==> config.mk <==
export PLATFORM = sky130hd
export DESIGN_NAME = ecn_alpha_window_update_top
export DESIGN_NICKNAME = d
export VERILOG_FILES = /design/src/rtl/ecnaw_pkg.sv /design/src/rtl/ecnaw_mdu.sv /design/src/rtl/ecnaw_ctrl.sv /design/src/rtl/ecn_alpha_window_update_top.sv
export SDC_FILE = /design/constraint.sdc
export NUM_CORES = 2
export LEC_CHECK = 0
export BUFFER_PORTS_ARGS = -buffer_cell sky130_fd_sc_hd__buf_2
export CAP_MARGIN = 10
export CORE_MARGIN = 5
export CORE_UTILIZATION = 59
export CTS_BUF_LIST = sky130_fd_sc_hd__clkbuf_4
export DETAILED_ROUTE_END_ITERATION = 8
export MAX_ROUTING_LAYER = met4
export PLACE_DENSITY = 0.77
export SYNTH_ARGS = -nofsm -noshare
export SYNTH_HDL_FRONTEND = slang
export SYNTH_SLANG_ARGS = --single-unit
==> constraint.sdc <==
create_clock -name clk -period 14.57 [get_ports clk]
set_input_delay 2.914 -clock clk [delete_from_list [all_inputs] [get_ports clk]]
set_output_delay 2.914 -clock clk [all_outputs]
set_load 0.03 [all_outputs]
==> src/rtl/ecnaw_pkg.sv <==
// ----------------------------------------------------------------------------
// ecnaw_pkg
// shared types and constants of the ecn alpha and window update block
// ----------------------------------------------------------------------------
`timescale 1ns / 1ps

package ecnaw_pkg;

  localparam int ACK_W      = 62;
  localparam int CNT_W      = 40;
  localparam int BYTES_W    = 24;
  localparam int WIN_W      = 48;
  localparam int ALPHA_W    = 11;
  localparam int MSS_W      = 16;
  localparam int MINW_W     = 21;
  localparam int INITW_W    = 24;
  localparam int CFG_IDX_W  = 2;
  localparam int CFG_DATA_W = 24;

  localparam int OPND_W = 64;
  localparam int DVSR_W = 48;
  localparam int STEP_W = 7;

  localparam logic [MSS_W-1:0]   MSS_RST   = 16'd1280;
  localparam logic [MINW_W-1:0]  MINW_RST  = 21'd2560;
  localparam logic [INITW_W-1:0] INITW_RST = 24'd15360;

  localparam logic [CFG_IDX_W-1:0] CFG_MSS   = 2'd0;
  localparam logic [CFG_IDX_W-1:0] CFG_MINW  = 2'd1;
  localparam logic [CFG_IDX_W-1:0] CFG_INITW = 2'd2;

  // fraction scale 1024 and cut scale 2048 as shifts
  localparam int FRAC_SHIFT = 10;
  localparam int CUT_SHIFT  = 11;

  localparam logic [ALPHA_W-1:0] ALPHA_HALF = 11'd512;
  localparam logic [ALPHA_W-1:0] ALPHA_ONE  = 11'd1024;

  // iteration counts of the shared unit, one bit per cycle
  localparam logic [STEP_W-1:0] STEPS_FRAC_DIV = STEP_W'(CNT_W + FRAC_SHIFT);
  localparam logic [STEP_W-1:0] STEPS_CUT_MUL  = STEP_W'(ALPHA_W);
  localparam logic [STEP_W-1:0] STEPS_GOOD_MUL = STEP_W'(BYTES_W);
  localparam logic [STEP_W-1:0] STEPS_GOOD_DIV = STEP_W'(OPND_W);
  localparam logic [STEP_W-1:0] STEPS_INC_MUL  = STEP_W'(MSS_W);
  localparam logic [STEP_W-1:0] STEPS_INC_DIV  = STEP_W'(MSS_W + BYTES_W);

  typedef enum logic {
    OP_MUL,
    OP_DIV
  } op_t;

  typedef struct packed {
    logic              start;
    op_t               op;
    logic [OPND_W-1:0] a;
    logic [DVSR_W-1:0] b;
    logic [STEP_W-1:0] steps;
  } mdu_req_t;

  typedef struct packed {
    logic              done;
    logic [OPND_W-1:0] result;
  } mdu_rsp_t;

  typedef struct packed {
    logic [MSS_W-1:0]   mss;
    logic [MINW_W-1:0]  min_window;
    logic               init_load;
    logic [INITW_W-1:0] initial_window;
  } cfg_t;

endpackage

==> src/rtl/ecnaw_mdu.sv <==
// ----------------------------------------------------------------------------
// ecnaw_mdu
// shared iterative multiply and divide unit, one operand bit per cycle
// ----------------------------------------------------------------------------
`timescale 1ns / 1ps

module ecnaw_mdu (
  input  logic                clk,
  input  logic                rst,
  input  ecnaw_pkg::mdu_req_t req,
  output ecnaw_pkg::mdu_rsp_t rsp
);
  import ecnaw_pkg::*;

  logic              busy;
  logic              done;
  op_t               op;
  logic [STEP_W-1:0] cnt;
  logic [OPND_W-1:0] sh;
  logic [OPND_W-1:0] acc;
  logic [DVSR_W-1:0] rem;
  logic [DVSR_W-1:0] b_q;

  logic [DVSR_W:0]   rem_sh;
  logic [DVSR_W:0]   diff;
  logic              ge;
  logic [OPND_W-1:0] acc_step;

  always_comb begin
    rem_sh   = {rem, sh[OPND_W-1]};
    diff     = rem_sh - {1'b0, b_q};
    ge       = ~diff[DVSR_W];
    acc_step = {acc[OPND_W-2:0], 1'b0}
             + (sh[OPND_W-1] ? {{(OPND_W-DVSR_W){1'b0}}, b_q} : '0);
  end

  always_ff @(posedge clk) begin
    if (rst) begin
      busy <= 1'b0;
      done <= 1'b0;
    end else begin
      done <= 1'b0;
      if (req.start) begin
        busy <= 1'b1;
        op   <= req.op;
        sh   <= req.a;
        b_q  <= req.b;
        cnt  <= req.steps;
        acc  <= '0;
        rem  <= '0;
      end else if (busy) begin
        if (op == OP_MUL) begin
          acc <= acc_step;
          sh  <= {sh[OPND_W-2:0], 1'b0};
        end else begin
          rem <= ge ? diff[DVSR_W-1:0] : rem_sh[DVSR_W-1:0];
          sh  <= {sh[OPND_W-2:0], ge};
        end
        cnt <= cnt - 1'b1;
        if (cnt == STEP_W'(1)) begin
          busy <= 1'b0;
          done <= 1'b1;
        end
      end
    end
  end

  assign rsp.done   = done;
  assign rsp.result = (op == OP_MUL) ? acc : sh;

endmodule

==> src/rtl/ecnaw_ctrl.sv <==
// ----------------------------------------------------------------------------
// ecnaw_ctrl
// per ack sequencer: era check, alpha update, window cut and increase
// ----------------------------------------------------------------------------
`timescale 1ns / 1ps

module ecnaw_ctrl #(
  parameter int GAIN_SHIFT = 4
) (
  input  logic                             clk,
  input  logic                             rst,
  input  ecnaw_pkg::cfg_t                  cfg,
  input  logic                             in_valid,
  output logic                             in_ready,
  input  logic [ecnaw_pkg::ACK_W-1:0]      ack_number,
  input  logic [ecnaw_pkg::ACK_W-1:0]      next_packet,
  input  logic [ecnaw_pkg::CNT_W-1:0]      ect1_total,
  input  logic [ecnaw_pkg::CNT_W-1:0]      ce_total,
  input  logic [ecnaw_pkg::BYTES_W-1:0]    acked_bytes,
  output logic                             out_valid,
  input  logic                             out_ready,
  output logic [ecnaw_pkg::WIN_W-1:0]      window,
  output logic [ecnaw_pkg::WIN_W-1:0]      threshold,
  output logic [ecnaw_pkg::ALPHA_W-1:0]    alpha_now,
  output ecnaw_pkg::mdu_req_t              req,
  input  ecnaw_pkg::mdu_rsp_t              rsp
);
  import ecnaw_pkg::*;

  localparam int ACC_W = ALPHA_W + GAIN_SHIFT + 1;

  typedef enum logic [4:0] {
    S_IDLE, S_ERA, S_EDE, S_EDC, S_ESUM, S_EDEC, S_FRAC, S_ALPHA, S_CUTW,
    S_FLOOR, S_THR, S_ERAEND, S_LDE, S_LDC, S_LSUM, S_LDEC, S_GMW, S_GDW,
    S_IMW, S_IDW, S_SAT, S_DONE
  } state_t;

  state_t state;

  logic [ACK_W-1:0]   ack_q;
  logic [ACK_W-1:0]   snd_q;
  logic [CNT_W-1:0]   ect1_q;
  logic [CNT_W-1:0]   ce_q;
  logic [BYTES_W-1:0] bytes_q;

  logic [WIN_W-1:0]   cwnd;
  logic [WIN_W-1:0]   ssthresh;
  logic [ALPHA_W-1:0] alpha;
  logic [ACK_W-1:0]   era_end;
  logic [CNT_W-1:0]   era_ect1;
  logic [CNT_W-1:0]   era_ce;
  logic [CNT_W-1:0]   last_ect1;
  logic [CNT_W-1:0]   last_ce;

  logic               era_hit;
  logic [CNT_W-1:0]   d_e;
  logic [CNT_W-1:0]   d_c;
  logic               bor_e;
  logic               bor_c;
  logic [CNT_W:0]     dsum;
  logic [ALPHA_W-1:0] frac;
  logic [MSS_W+BYTES_W-1:0] inc;

  logic [ACC_W-1:0]   alpha_acc;
  logic [ACC_W-1:0]   alpha_shr;
  logic [ALPHA_W-1:0] alpha_next;
  logic [WIN_W-1:0]   div_base;
  logic [WIN_W:0]     cwnd_sum;

  always_comb begin
    alpha_acc  = (ACC_W'(alpha) << GAIN_SHIFT) - ACC_W'(alpha) + ACC_W'(frac);
    alpha_shr  = alpha_acc >> GAIN_SHIFT;
    alpha_next = (frac > alpha && frac >= ALPHA_HALF) ? frac : alpha_shr[ALPHA_W-1:0];
    div_base   = (cwnd == '0) ? WIN_W'(1) : cwnd;
    cwnd_sum   = {1'b0, cwnd} + (WIN_W+1)'(inc);
  end

  assign in_ready = (state == S_IDLE);

  always_ff @(posedge clk) begin
    if (rst) begin
      state     <= S_IDLE;
      out_valid <= 1'b0;
      req.start <= 1'b0;
      cwnd      <= WIN_W'(INITW_RST);
      ssthresh  <= '1;
      alpha     <= '0;
      era_end   <= '0;
      era_ect1  <= '0;
      era_ce    <= '0;
      last_ect1 <= '0;
      last_ce   <= '0;
    end else begin
      req.start <= 1'b0;
      if (out_valid && out_ready) begin
        out_valid <= 1'b0;
      end
      if (cfg.init_load) begin
        cwnd <= WIN_W'(cfg.initial_window);
      end
      unique case (state)
        S_IDLE: begin
          if (in_valid) begin
            ack_q   <= ack_number;
            snd_q   <= next_packet;
            ect1_q  <= ect1_total;
            ce_q    <= ce_total;
            bytes_q <= acked_bytes;
            state   <= S_ERA;
          end
        end
        S_ERA: begin
          era_hit <= ack_q > era_end;
          state   <= S_EDE;
        end
        S_EDE: begin
          {bor_e, d_e} <= {1'b0, ect1_q} - {1'b0, era_ect1};
          state        <= S_EDC;
        end
        S_EDC: begin
          {bor_c, d_c} <= {1'b0, ce_q} - {1'b0, era_ce};
          state        <= S_ESUM;
        end
        S_ESUM: begin
          dsum  <= {1'b0, d_e} + {1'b0, d_c};
          state <= S_EDEC;
        end
        S_EDEC: begin
          if (!era_hit) begin
            state <= S_LDE;
          end else if (!bor_e && !bor_c && dsum != '0) begin
            req.start <= 1'b1;
            req.op    <= OP_DIV;
            req.a     <= {d_c, {(OPND_W-CNT_W){1'b0}}};
            req.b     <= DVSR_W'(dsum);
            req.steps <= STEPS_FRAC_DIV;
            state     <= S_FRAC;
          end else begin
            state <= S_ERAEND;
          end
        end
        S_FRAC: begin
          if (rsp.done) begin
            frac  <= rsp.result[ALPHA_W-1:0];
            state <= S_ALPHA;
          end
        end
        S_ALPHA: begin
          alpha     <= alpha_next;
          req.start <= 1'b1;
          req.op    <= OP_MUL;
          req.a     <= {alpha_next, {(OPND_W-ALPHA_W){1'b0}}};
          req.b     <= cwnd;
          req.steps <= STEPS_CUT_MUL;
          state     <= S_CUTW;
        end
        S_CUTW: begin
          if (rsp.done) begin
            cwnd  <= cwnd - rsp.result[CUT_SHIFT +: WIN_W];
            state <= S_FLOOR;
          end
        end
        S_FLOOR: begin
          if (cwnd < WIN_W'(cfg.min_window)) begin
            cwnd <= WIN_W'(cfg.min_window);
          end
          state <= S_THR;
        end
        S_THR: begin
          ssthresh <= cwnd;
          state    <= S_ERAEND;
        end
        S_ERAEND: begin
          era_ect1 <= ect1_q;
          era_ce   <= ce_q;
          era_end  <= snd_q;
          state    <= S_LDE;
        end
        S_LDE: begin
          {bor_e, d_e} <= {1'b0, ect1_q} - {1'b0, last_ect1};
          state        <= S_LDC;
        end
        S_LDC: begin
          {bor_c, d_c} <= {1'b0, ce_q} - {1'b0, last_ce};
          state        <= S_LSUM;
        end
        S_LSUM: begin
          dsum  <= {1'b0, d_e} + {1'b0, d_c};
          state <= S_LDEC;
        end
        S_LDEC: begin
          if (bor_e || bor_c) begin
            state <= S_DONE;
          end else if (dsum == '0) begin
            req.start <= 1'b1;
            req.op    <= OP_MUL;
            req.a     <= {cfg.mss, {(OPND_W-MSS_W){1'b0}}};
            req.b     <= DVSR_W'(bytes_q);
            req.steps <= STEPS_INC_MUL;
            state     <= S_IMW;
          end else begin
            req.start <= 1'b1;
            req.op    <= OP_MUL;
            req.a     <= {bytes_q, {(OPND_W-BYTES_W){1'b0}}};
            req.b     <= DVSR_W'(d_e);
            req.steps <= STEPS_GOOD_MUL;
            state     <= S_GMW;
          end
        end
        S_GMW: begin
          if (rsp.done) begin
            req.start <= 1'b1;
            req.op    <= OP_DIV;
            req.a     <= rsp.result;
            req.b     <= DVSR_W'(dsum);
            req.steps <= STEPS_GOOD_DIV;
            state     <= S_GDW;
          end
        end
        S_GDW: begin
          if (rsp.done) begin
            req.start <= 1'b1;
            req.op    <= OP_MUL;
            req.a     <= {cfg.mss, {(OPND_W-MSS_W){1'b0}}};
            req.b     <= DVSR_W'(rsp.result[BYTES_W-1:0]);
            req.steps <= STEPS_INC_MUL;
            state     <= S_IMW;
          end
        end
        S_IMW: begin
          if (rsp.done) begin
            req.start <= 1'b1;
            req.op    <= OP_DIV;
            req.a     <= {rsp.result[MSS_W+BYTES_W-1:0],
                          {(OPND_W-MSS_W-BYTES_W){1'b0}}};
            req.b     <= div_base;
            req.steps <= STEPS_INC_DIV;
            state     <= S_IDW;
          end
        end
        S_IDW: begin
          if (rsp.done) begin
            inc   <= rsp.result[MSS_W+BYTES_W-1:0];
            state <= S_SAT;
          end
        end
        S_SAT: begin
          cwnd  <= cwnd_sum[WIN_W] ? '1 : cwnd_sum[WIN_W-1:0];
          state <= S_DONE;
        end
        S_DONE: begin
          if (!out_valid || out_ready) begin
            last_ect1 <= ect1_q;
            last_ce   <= ce_q;
            window    <= cwnd;
            threshold <= ssthresh;
            alpha_now <= alpha;
            out_valid <= 1'b1;
            state     <= S_IDLE;
          end
        end
        default: begin
          state <= S_IDLE;
        end
      endcase
    end
  end

endmodule

==> src/rtl/ecn_alpha_window_update_top.sv <==
// ----------------------------------------------------------------------------
// ecn_alpha_window_update_top
// One ACK in congestion avoidance updates the ECN smoothed CE fraction alpha
// and the congestion window. The block takes one transaction at a time:
// in_ready is high only while it is idle. A shared bit-serial multiply and
// divide unit does the arithmetic: a fraction division and a cut multiply
// when an ACK closes an era with new marks, a share multiply and division
// when the counts have moved since the last ACK, and an increase multiply
// and division unless the counts went backwards. The result sits in an
// output register, so the next ACK is taken while it waits; the ACK after
// that stalls in its last step until the held result is accepted.
// Configuration writes are taken at any time, with cfg_ready held high, and
// are meant for an idle block; writing initial_window also loads the window.
// ----------------------------------------------------------------------------
`timescale 1ns / 1ps

module ecn_alpha_window_update_top #(
  parameter int GAIN_SHIFT = 4
) (
  input  logic                                clk,
  input  logic                                rst,
  input  logic                                in_valid,
  output logic                                in_ready,
  input  logic [ecnaw_pkg::ACK_W-1:0]         ack_number,
  input  logic [ecnaw_pkg::ACK_W-1:0]         next_packet,
  input  logic [ecnaw_pkg::CNT_W-1:0]         ect1_total,
  input  logic [ecnaw_pkg::CNT_W-1:0]         ce_total,
  input  logic [ecnaw_pkg::BYTES_W-1:0]       acked_bytes,
  output logic                                out_valid,
  input  logic                                out_ready,
  output logic [ecnaw_pkg::WIN_W-1:0]         window,
  output logic [ecnaw_pkg::WIN_W-1:0]         threshold,
  output logic [ecnaw_pkg::ALPHA_W-1:0]       alpha_now,
  input  logic                                cfg_valid,
  output logic                                cfg_ready,
  input  logic [ecnaw_pkg::CFG_IDX_W-1:0]     cfg_index,
  input  logic [ecnaw_pkg::CFG_DATA_W-1:0]    cfg_data
);
  import ecnaw_pkg::*;

  logic [MSS_W-1:0]   mss;
  logic [MINW_W-1:0]  min_window;
  logic [INITW_W-1:0] initial_window;
  logic               init_load;
  cfg_t               cfg;
  mdu_req_t           mdu_req;
  mdu_rsp_t           mdu_rsp;

  assign cfg_ready = 1'b1;

  always_ff @(posedge clk) begin
    if (rst) begin
      mss            <= MSS_RST;
      min_window     <= MINW_RST;
      initial_window <= INITW_RST;
      init_load      <= 1'b0;
    end else begin
      init_load <= 1'b0;
      if (cfg_valid && cfg_ready) begin
        unique case (cfg_index)
          CFG_MSS: begin
            mss <= cfg_data[MSS_W-1:0];
          end
          CFG_MINW: begin
            min_window <= cfg_data[MINW_W-1:0];
          end
          CFG_INITW: begin
            initial_window <= cfg_data[INITW_W-1:0];
            init_load      <= 1'b1;
          end
          default: begin
          end
        endcase
      end
    end
  end

  always_comb begin
    cfg.mss            = mss;
    cfg.min_window     = min_window;
    cfg.init_load      = init_load;
    cfg.initial_window = initial_window;
  end

  ecnaw_mdu u_mdu (
    .clk (clk),
    .rst (rst),
    .req (mdu_req),
    .rsp (mdu_rsp)
  );

  ecnaw_ctrl #(
    .GAIN_SHIFT (GAIN_SHIFT)
  ) u_ctrl (
    .clk           (clk),
    .rst           (rst),
    .cfg           (cfg),
    .in_valid      (in_valid),
    .in_ready      (in_ready),
    .ack_number    (ack_number),
    .next_packet   (next_packet),
    .ect1_total    (ect1_total),
    .ce_total      (ce_total),
    .acked_bytes   (acked_bytes),
    .out_valid     (out_valid),
    .out_ready     (out_ready),
    .window        (window),
    .threshold     (threshold),
    .alpha_now     (alpha_now),
    .req           (mdu_req),
    .rsp           (mdu_rsp)
  );

  // one transaction in flight at a time
  a_one_in_flight: assert property (@(posedge clk) disable iff (rst)
    in_valid && in_ready |=> !in_ready)
    else $error("input taken while busy");

  a_alpha_range: assert property (@(posedge clk) disable iff (rst)
    out_valid |-> alpha_now <= ALPHA_ONE)
    else $error("alpha above one");

  a_mdu_seq: assert property (@(posedge clk) disable iff (rst)
    mdu_rsp.done |-> !mdu_req.start)
    else $error("shared unit restarted while finishing");

endmodule

==> results.md <==
* Status: finished, violations left
* Failing checks: design-rule violations
* Remaining Overflow, GRT at 0
* Slew @ Worst Pin at 1225 ps
* Startpoint Class: flop
* WS Path Type: flop to output pin
* Initial core utilization at 0.5931
* Antenna violations before repair at 23
* Warnings from Yosys at 0
* Most common cell after layout, fill and taps aside: nand2_1
* Clk slew on worst S/H paths at 70 ps
* Via count at 58.69k
* Area Overhead vs Synth at 10.83%
* Largest net degree at the start of global routing at 171
* HP Class: flop to flop
* Filler cells at 9,747
* R2R setup slack at 9030 ps
* Mean Syn Cell Area at 9.783 µm²
* Fin crit period at 5858 ps
* Worst EP required at 11,660 ps
* GP Congestion at 1.038
* Post-Syn Area at 70,960 µm²
* Die Wd at 356.8 µm
* Die ar. at 127,300 µm²
* Final layout net count at 8,486
* VDD IR-drop max at 192.9 µV
* Gr usage total at 0.3487
* F_max at 0.1707 GHz
* Core footprint at 119,700 µm²
* Worst slack at placement at 9173 ps
* Residual DRC at 12
* Post-DR vias/cell at 6.105
* # setup viols final at 0
* Synthesis-stage register bit count at 1,261
* Post-cts sizing count at 0
* Max-slew violations at 0
* Routed len/inst at 23.03 µm
* Rows at 127
* P per Cell Area at 117.8 nW/µm²
* Commonest cells after routing, fill and taps aside: 998 x nand2_1, 861 x edfxtp_1, 784 x a21oi_1
* Data arrival, critical path at 2940 ps
* Net Count, Synth at 8,020
* TritonCTS buffer count at 339
* # clock sinks at 1,261
* 1st-iter DRT viols at 6,593
* Port bufs at 367
* Slack of the critical path at 8712 ps
* Post-CTS setup buffer count at 0
* First-pass DRT Iterations at 9
* IO Pins at 369
* Period Utilization, post-route at 0.4020
* Unrepaired setup endpoints after global routing: false
* Clk buf depth at 4
* Maximum fanout along the worst path at 20
* Synthesized instance count at 7,254
* Antenna Nets Post-Route at 0
* Lkg Pwr at 30.35 nW
* Sequential share of the synthesized area at 0.4772
* Slew HR at 0.1809
* Vias in the first global route at 55.68k
* HPWL after DPL at 167,000 µm
* Routed WL at 221,400 µm
* Synth cell types at 95
* Post-synth EDFFs at 861
* Setup TNS at 0 ps
* Asr flop ratio synth at 0
* Clk Latency, worst-skew pair at 1330 ps
* Die H at 356.8 µm
* Hold buffers post-CTS at 0
* Primary FF master, synth: edfxtp_1
* Clock Tree Root: clkbuf_4
* Clock Skews at 91.64 ps
* Number of max-cap violations at 0
* CTS tree: yes
* Ratio of cells with drive above 1 in the final layout at 0.1432
* Crit path capture type: output pin
* Final hold violation count at 0
* Wire length of the first global-routing pass at 328,800 µm
* H-tree Lvls at 5
[synth_stat cells, types with 113 or more instances]
cell type / count / share of area
a21oi_1: 784 / 0.055
nor2_1: 476 / 0.025
dfxtp_1: 400 / 0.11
nand2_1: 998 / 0.053
clkbuf_1: 277 / 0.015
xnor2_1: 201 / 0.025
o21ai_0: 305 / 0.022
ha_1: 490 / 0.086
edfxtp_1: 861 / 0.36
xor2_1: 146 / 0.018
inv_1: 470 / 0.025
nand3_1: 113 / 0.0080
mux2i_1: 166 / 0.023
a21o_1: 261 / 0.028
[power breakdown]
part / switching (mW) / internal (mW) / leakage, nW
clock: 1.48 / 1.63 / 2.53
sequential: 0.215 / 4.14 / 11.0
combinational: 1.12 / 0.687 / 16.8
total: 2.81 / 6.46 / 30.4
[cell families (layout without fill, tap and decap cells)]
group	after synthesis	after routing	share of synthesized area
buffers and inverters	785	1501	0.04189
AND/OR/NAND/NOR	2101	2101	0.1313
adder cells (fa/ha/maj)	508	508	0.09133
XOR/XNOR	347	347	0.04283
flip-flops	1261	1261	0.4772
multiplexers	264	264	0.03897
other	1	32	0.00005284
AO/OA/AOI/OAI	1987	1987	0.1765
[state kept, by name, summed over array words and instances, names as in the netlist, 24 cells and up]
signal            cells
initial_window       24
u_mdu.b_q            48
u_ctrl.dsum          41
u_ctrl.threshold     48
u_ctrl.inc           40
u_ctrl.ack_q         62
u_ctrl.window        48
u_ctrl.last_ect1     40
u_ctrl.ect1_q        40
u_mdu.sh             64
u_ctrl.snd_q         62
u_ctrl.era_ect1      40
u_ctrl.cwnd          48
u_ctrl.bytes_q       24
u_ctrl.era_end       62
u_ctrl.req          120
u_ctrl.ce_q          40
u_ctrl.d_e           40
u_ctrl.d_c           40
u_mdu.rem            48
u_ctrl.era_ce        40
u_mdu.acc            64
u_ctrl.last_ce       40
u_ctrl.ssthresh      48
[worst paths after layout]
kind                                   end  cells after the start                            start
max reg2reg     u_ctrl.cwnd[46]$_SDFF_PP0_                     16               u_mdu.op$_DFFE_PP_
min          u_ctrl.threshold[4]$_DFFE_PP_                      0  u_ctrl.ssthresh[4]$_SDFFE_PP1P_
min reg2reg  u_ctrl.threshold[4]$_DFFE_PP_                      0  u_ctrl.ssthresh[4]$_SDFFE_PP1P_
max                               in_ready                      4     u_ctrl.state[1]$_SDFFE_PP0P_
[stage by stage]
| stage | cell area, µm² | utilization | std cells | power, mW | hold WS (ps) |
|---|---|---|---|---|---|
| CTS | 78570 | 0.6567 | 9582 | 9.296 | 393.4 |
| global placement | 74360 | 0.6214 | 8991 | 6.147 | 401.6 |
| finish | 78650 | 0.6573 | 9613 | 9.269 | 388.5 |
| detailed placement | 74360 | 0.6214 | 8991 | 6.193 | 404.5 |
| global route | 78630 | 0.6572 | 9605 | 9.727 | 405.7 |
| floorplan | 70960 | - | 7254 | 5.639 | 400.3 |
[final cells by class]
class	instances	area, µm²	area share
antenna	31	77.57	0.0009863
clock buffer	491	3686	0.04687
clock inverter	100	531.8	0.006761
inverter	470	1764	0.02243
multi-input combinational	5208	34290	0.4359
sequential	1261	33870	0.4306
tap	1612	2017	0.02564
timing repair buffer	440	2420	0.03077
[routing by layer]
layer  global-route usage  wire length (µm)  up-vias  part of all wire
met4               0.1862             12470        0             0.056
met2               0.5339            101200     2788              0.46
met1               0.4314             87540    27830              0.40
met3              0.08230             20230      624             0.091
met5                    -                 0        -                 0
li1                     -                 -    27450                 -
[worst max-delay path, stage by stage, from the launching register on]
cell and delay [ps]:
dfxtp_1 520, nor3_1 590, nand2_1 240, inv_1 120
buf_2 200
(Power assumes the default switching activity.)
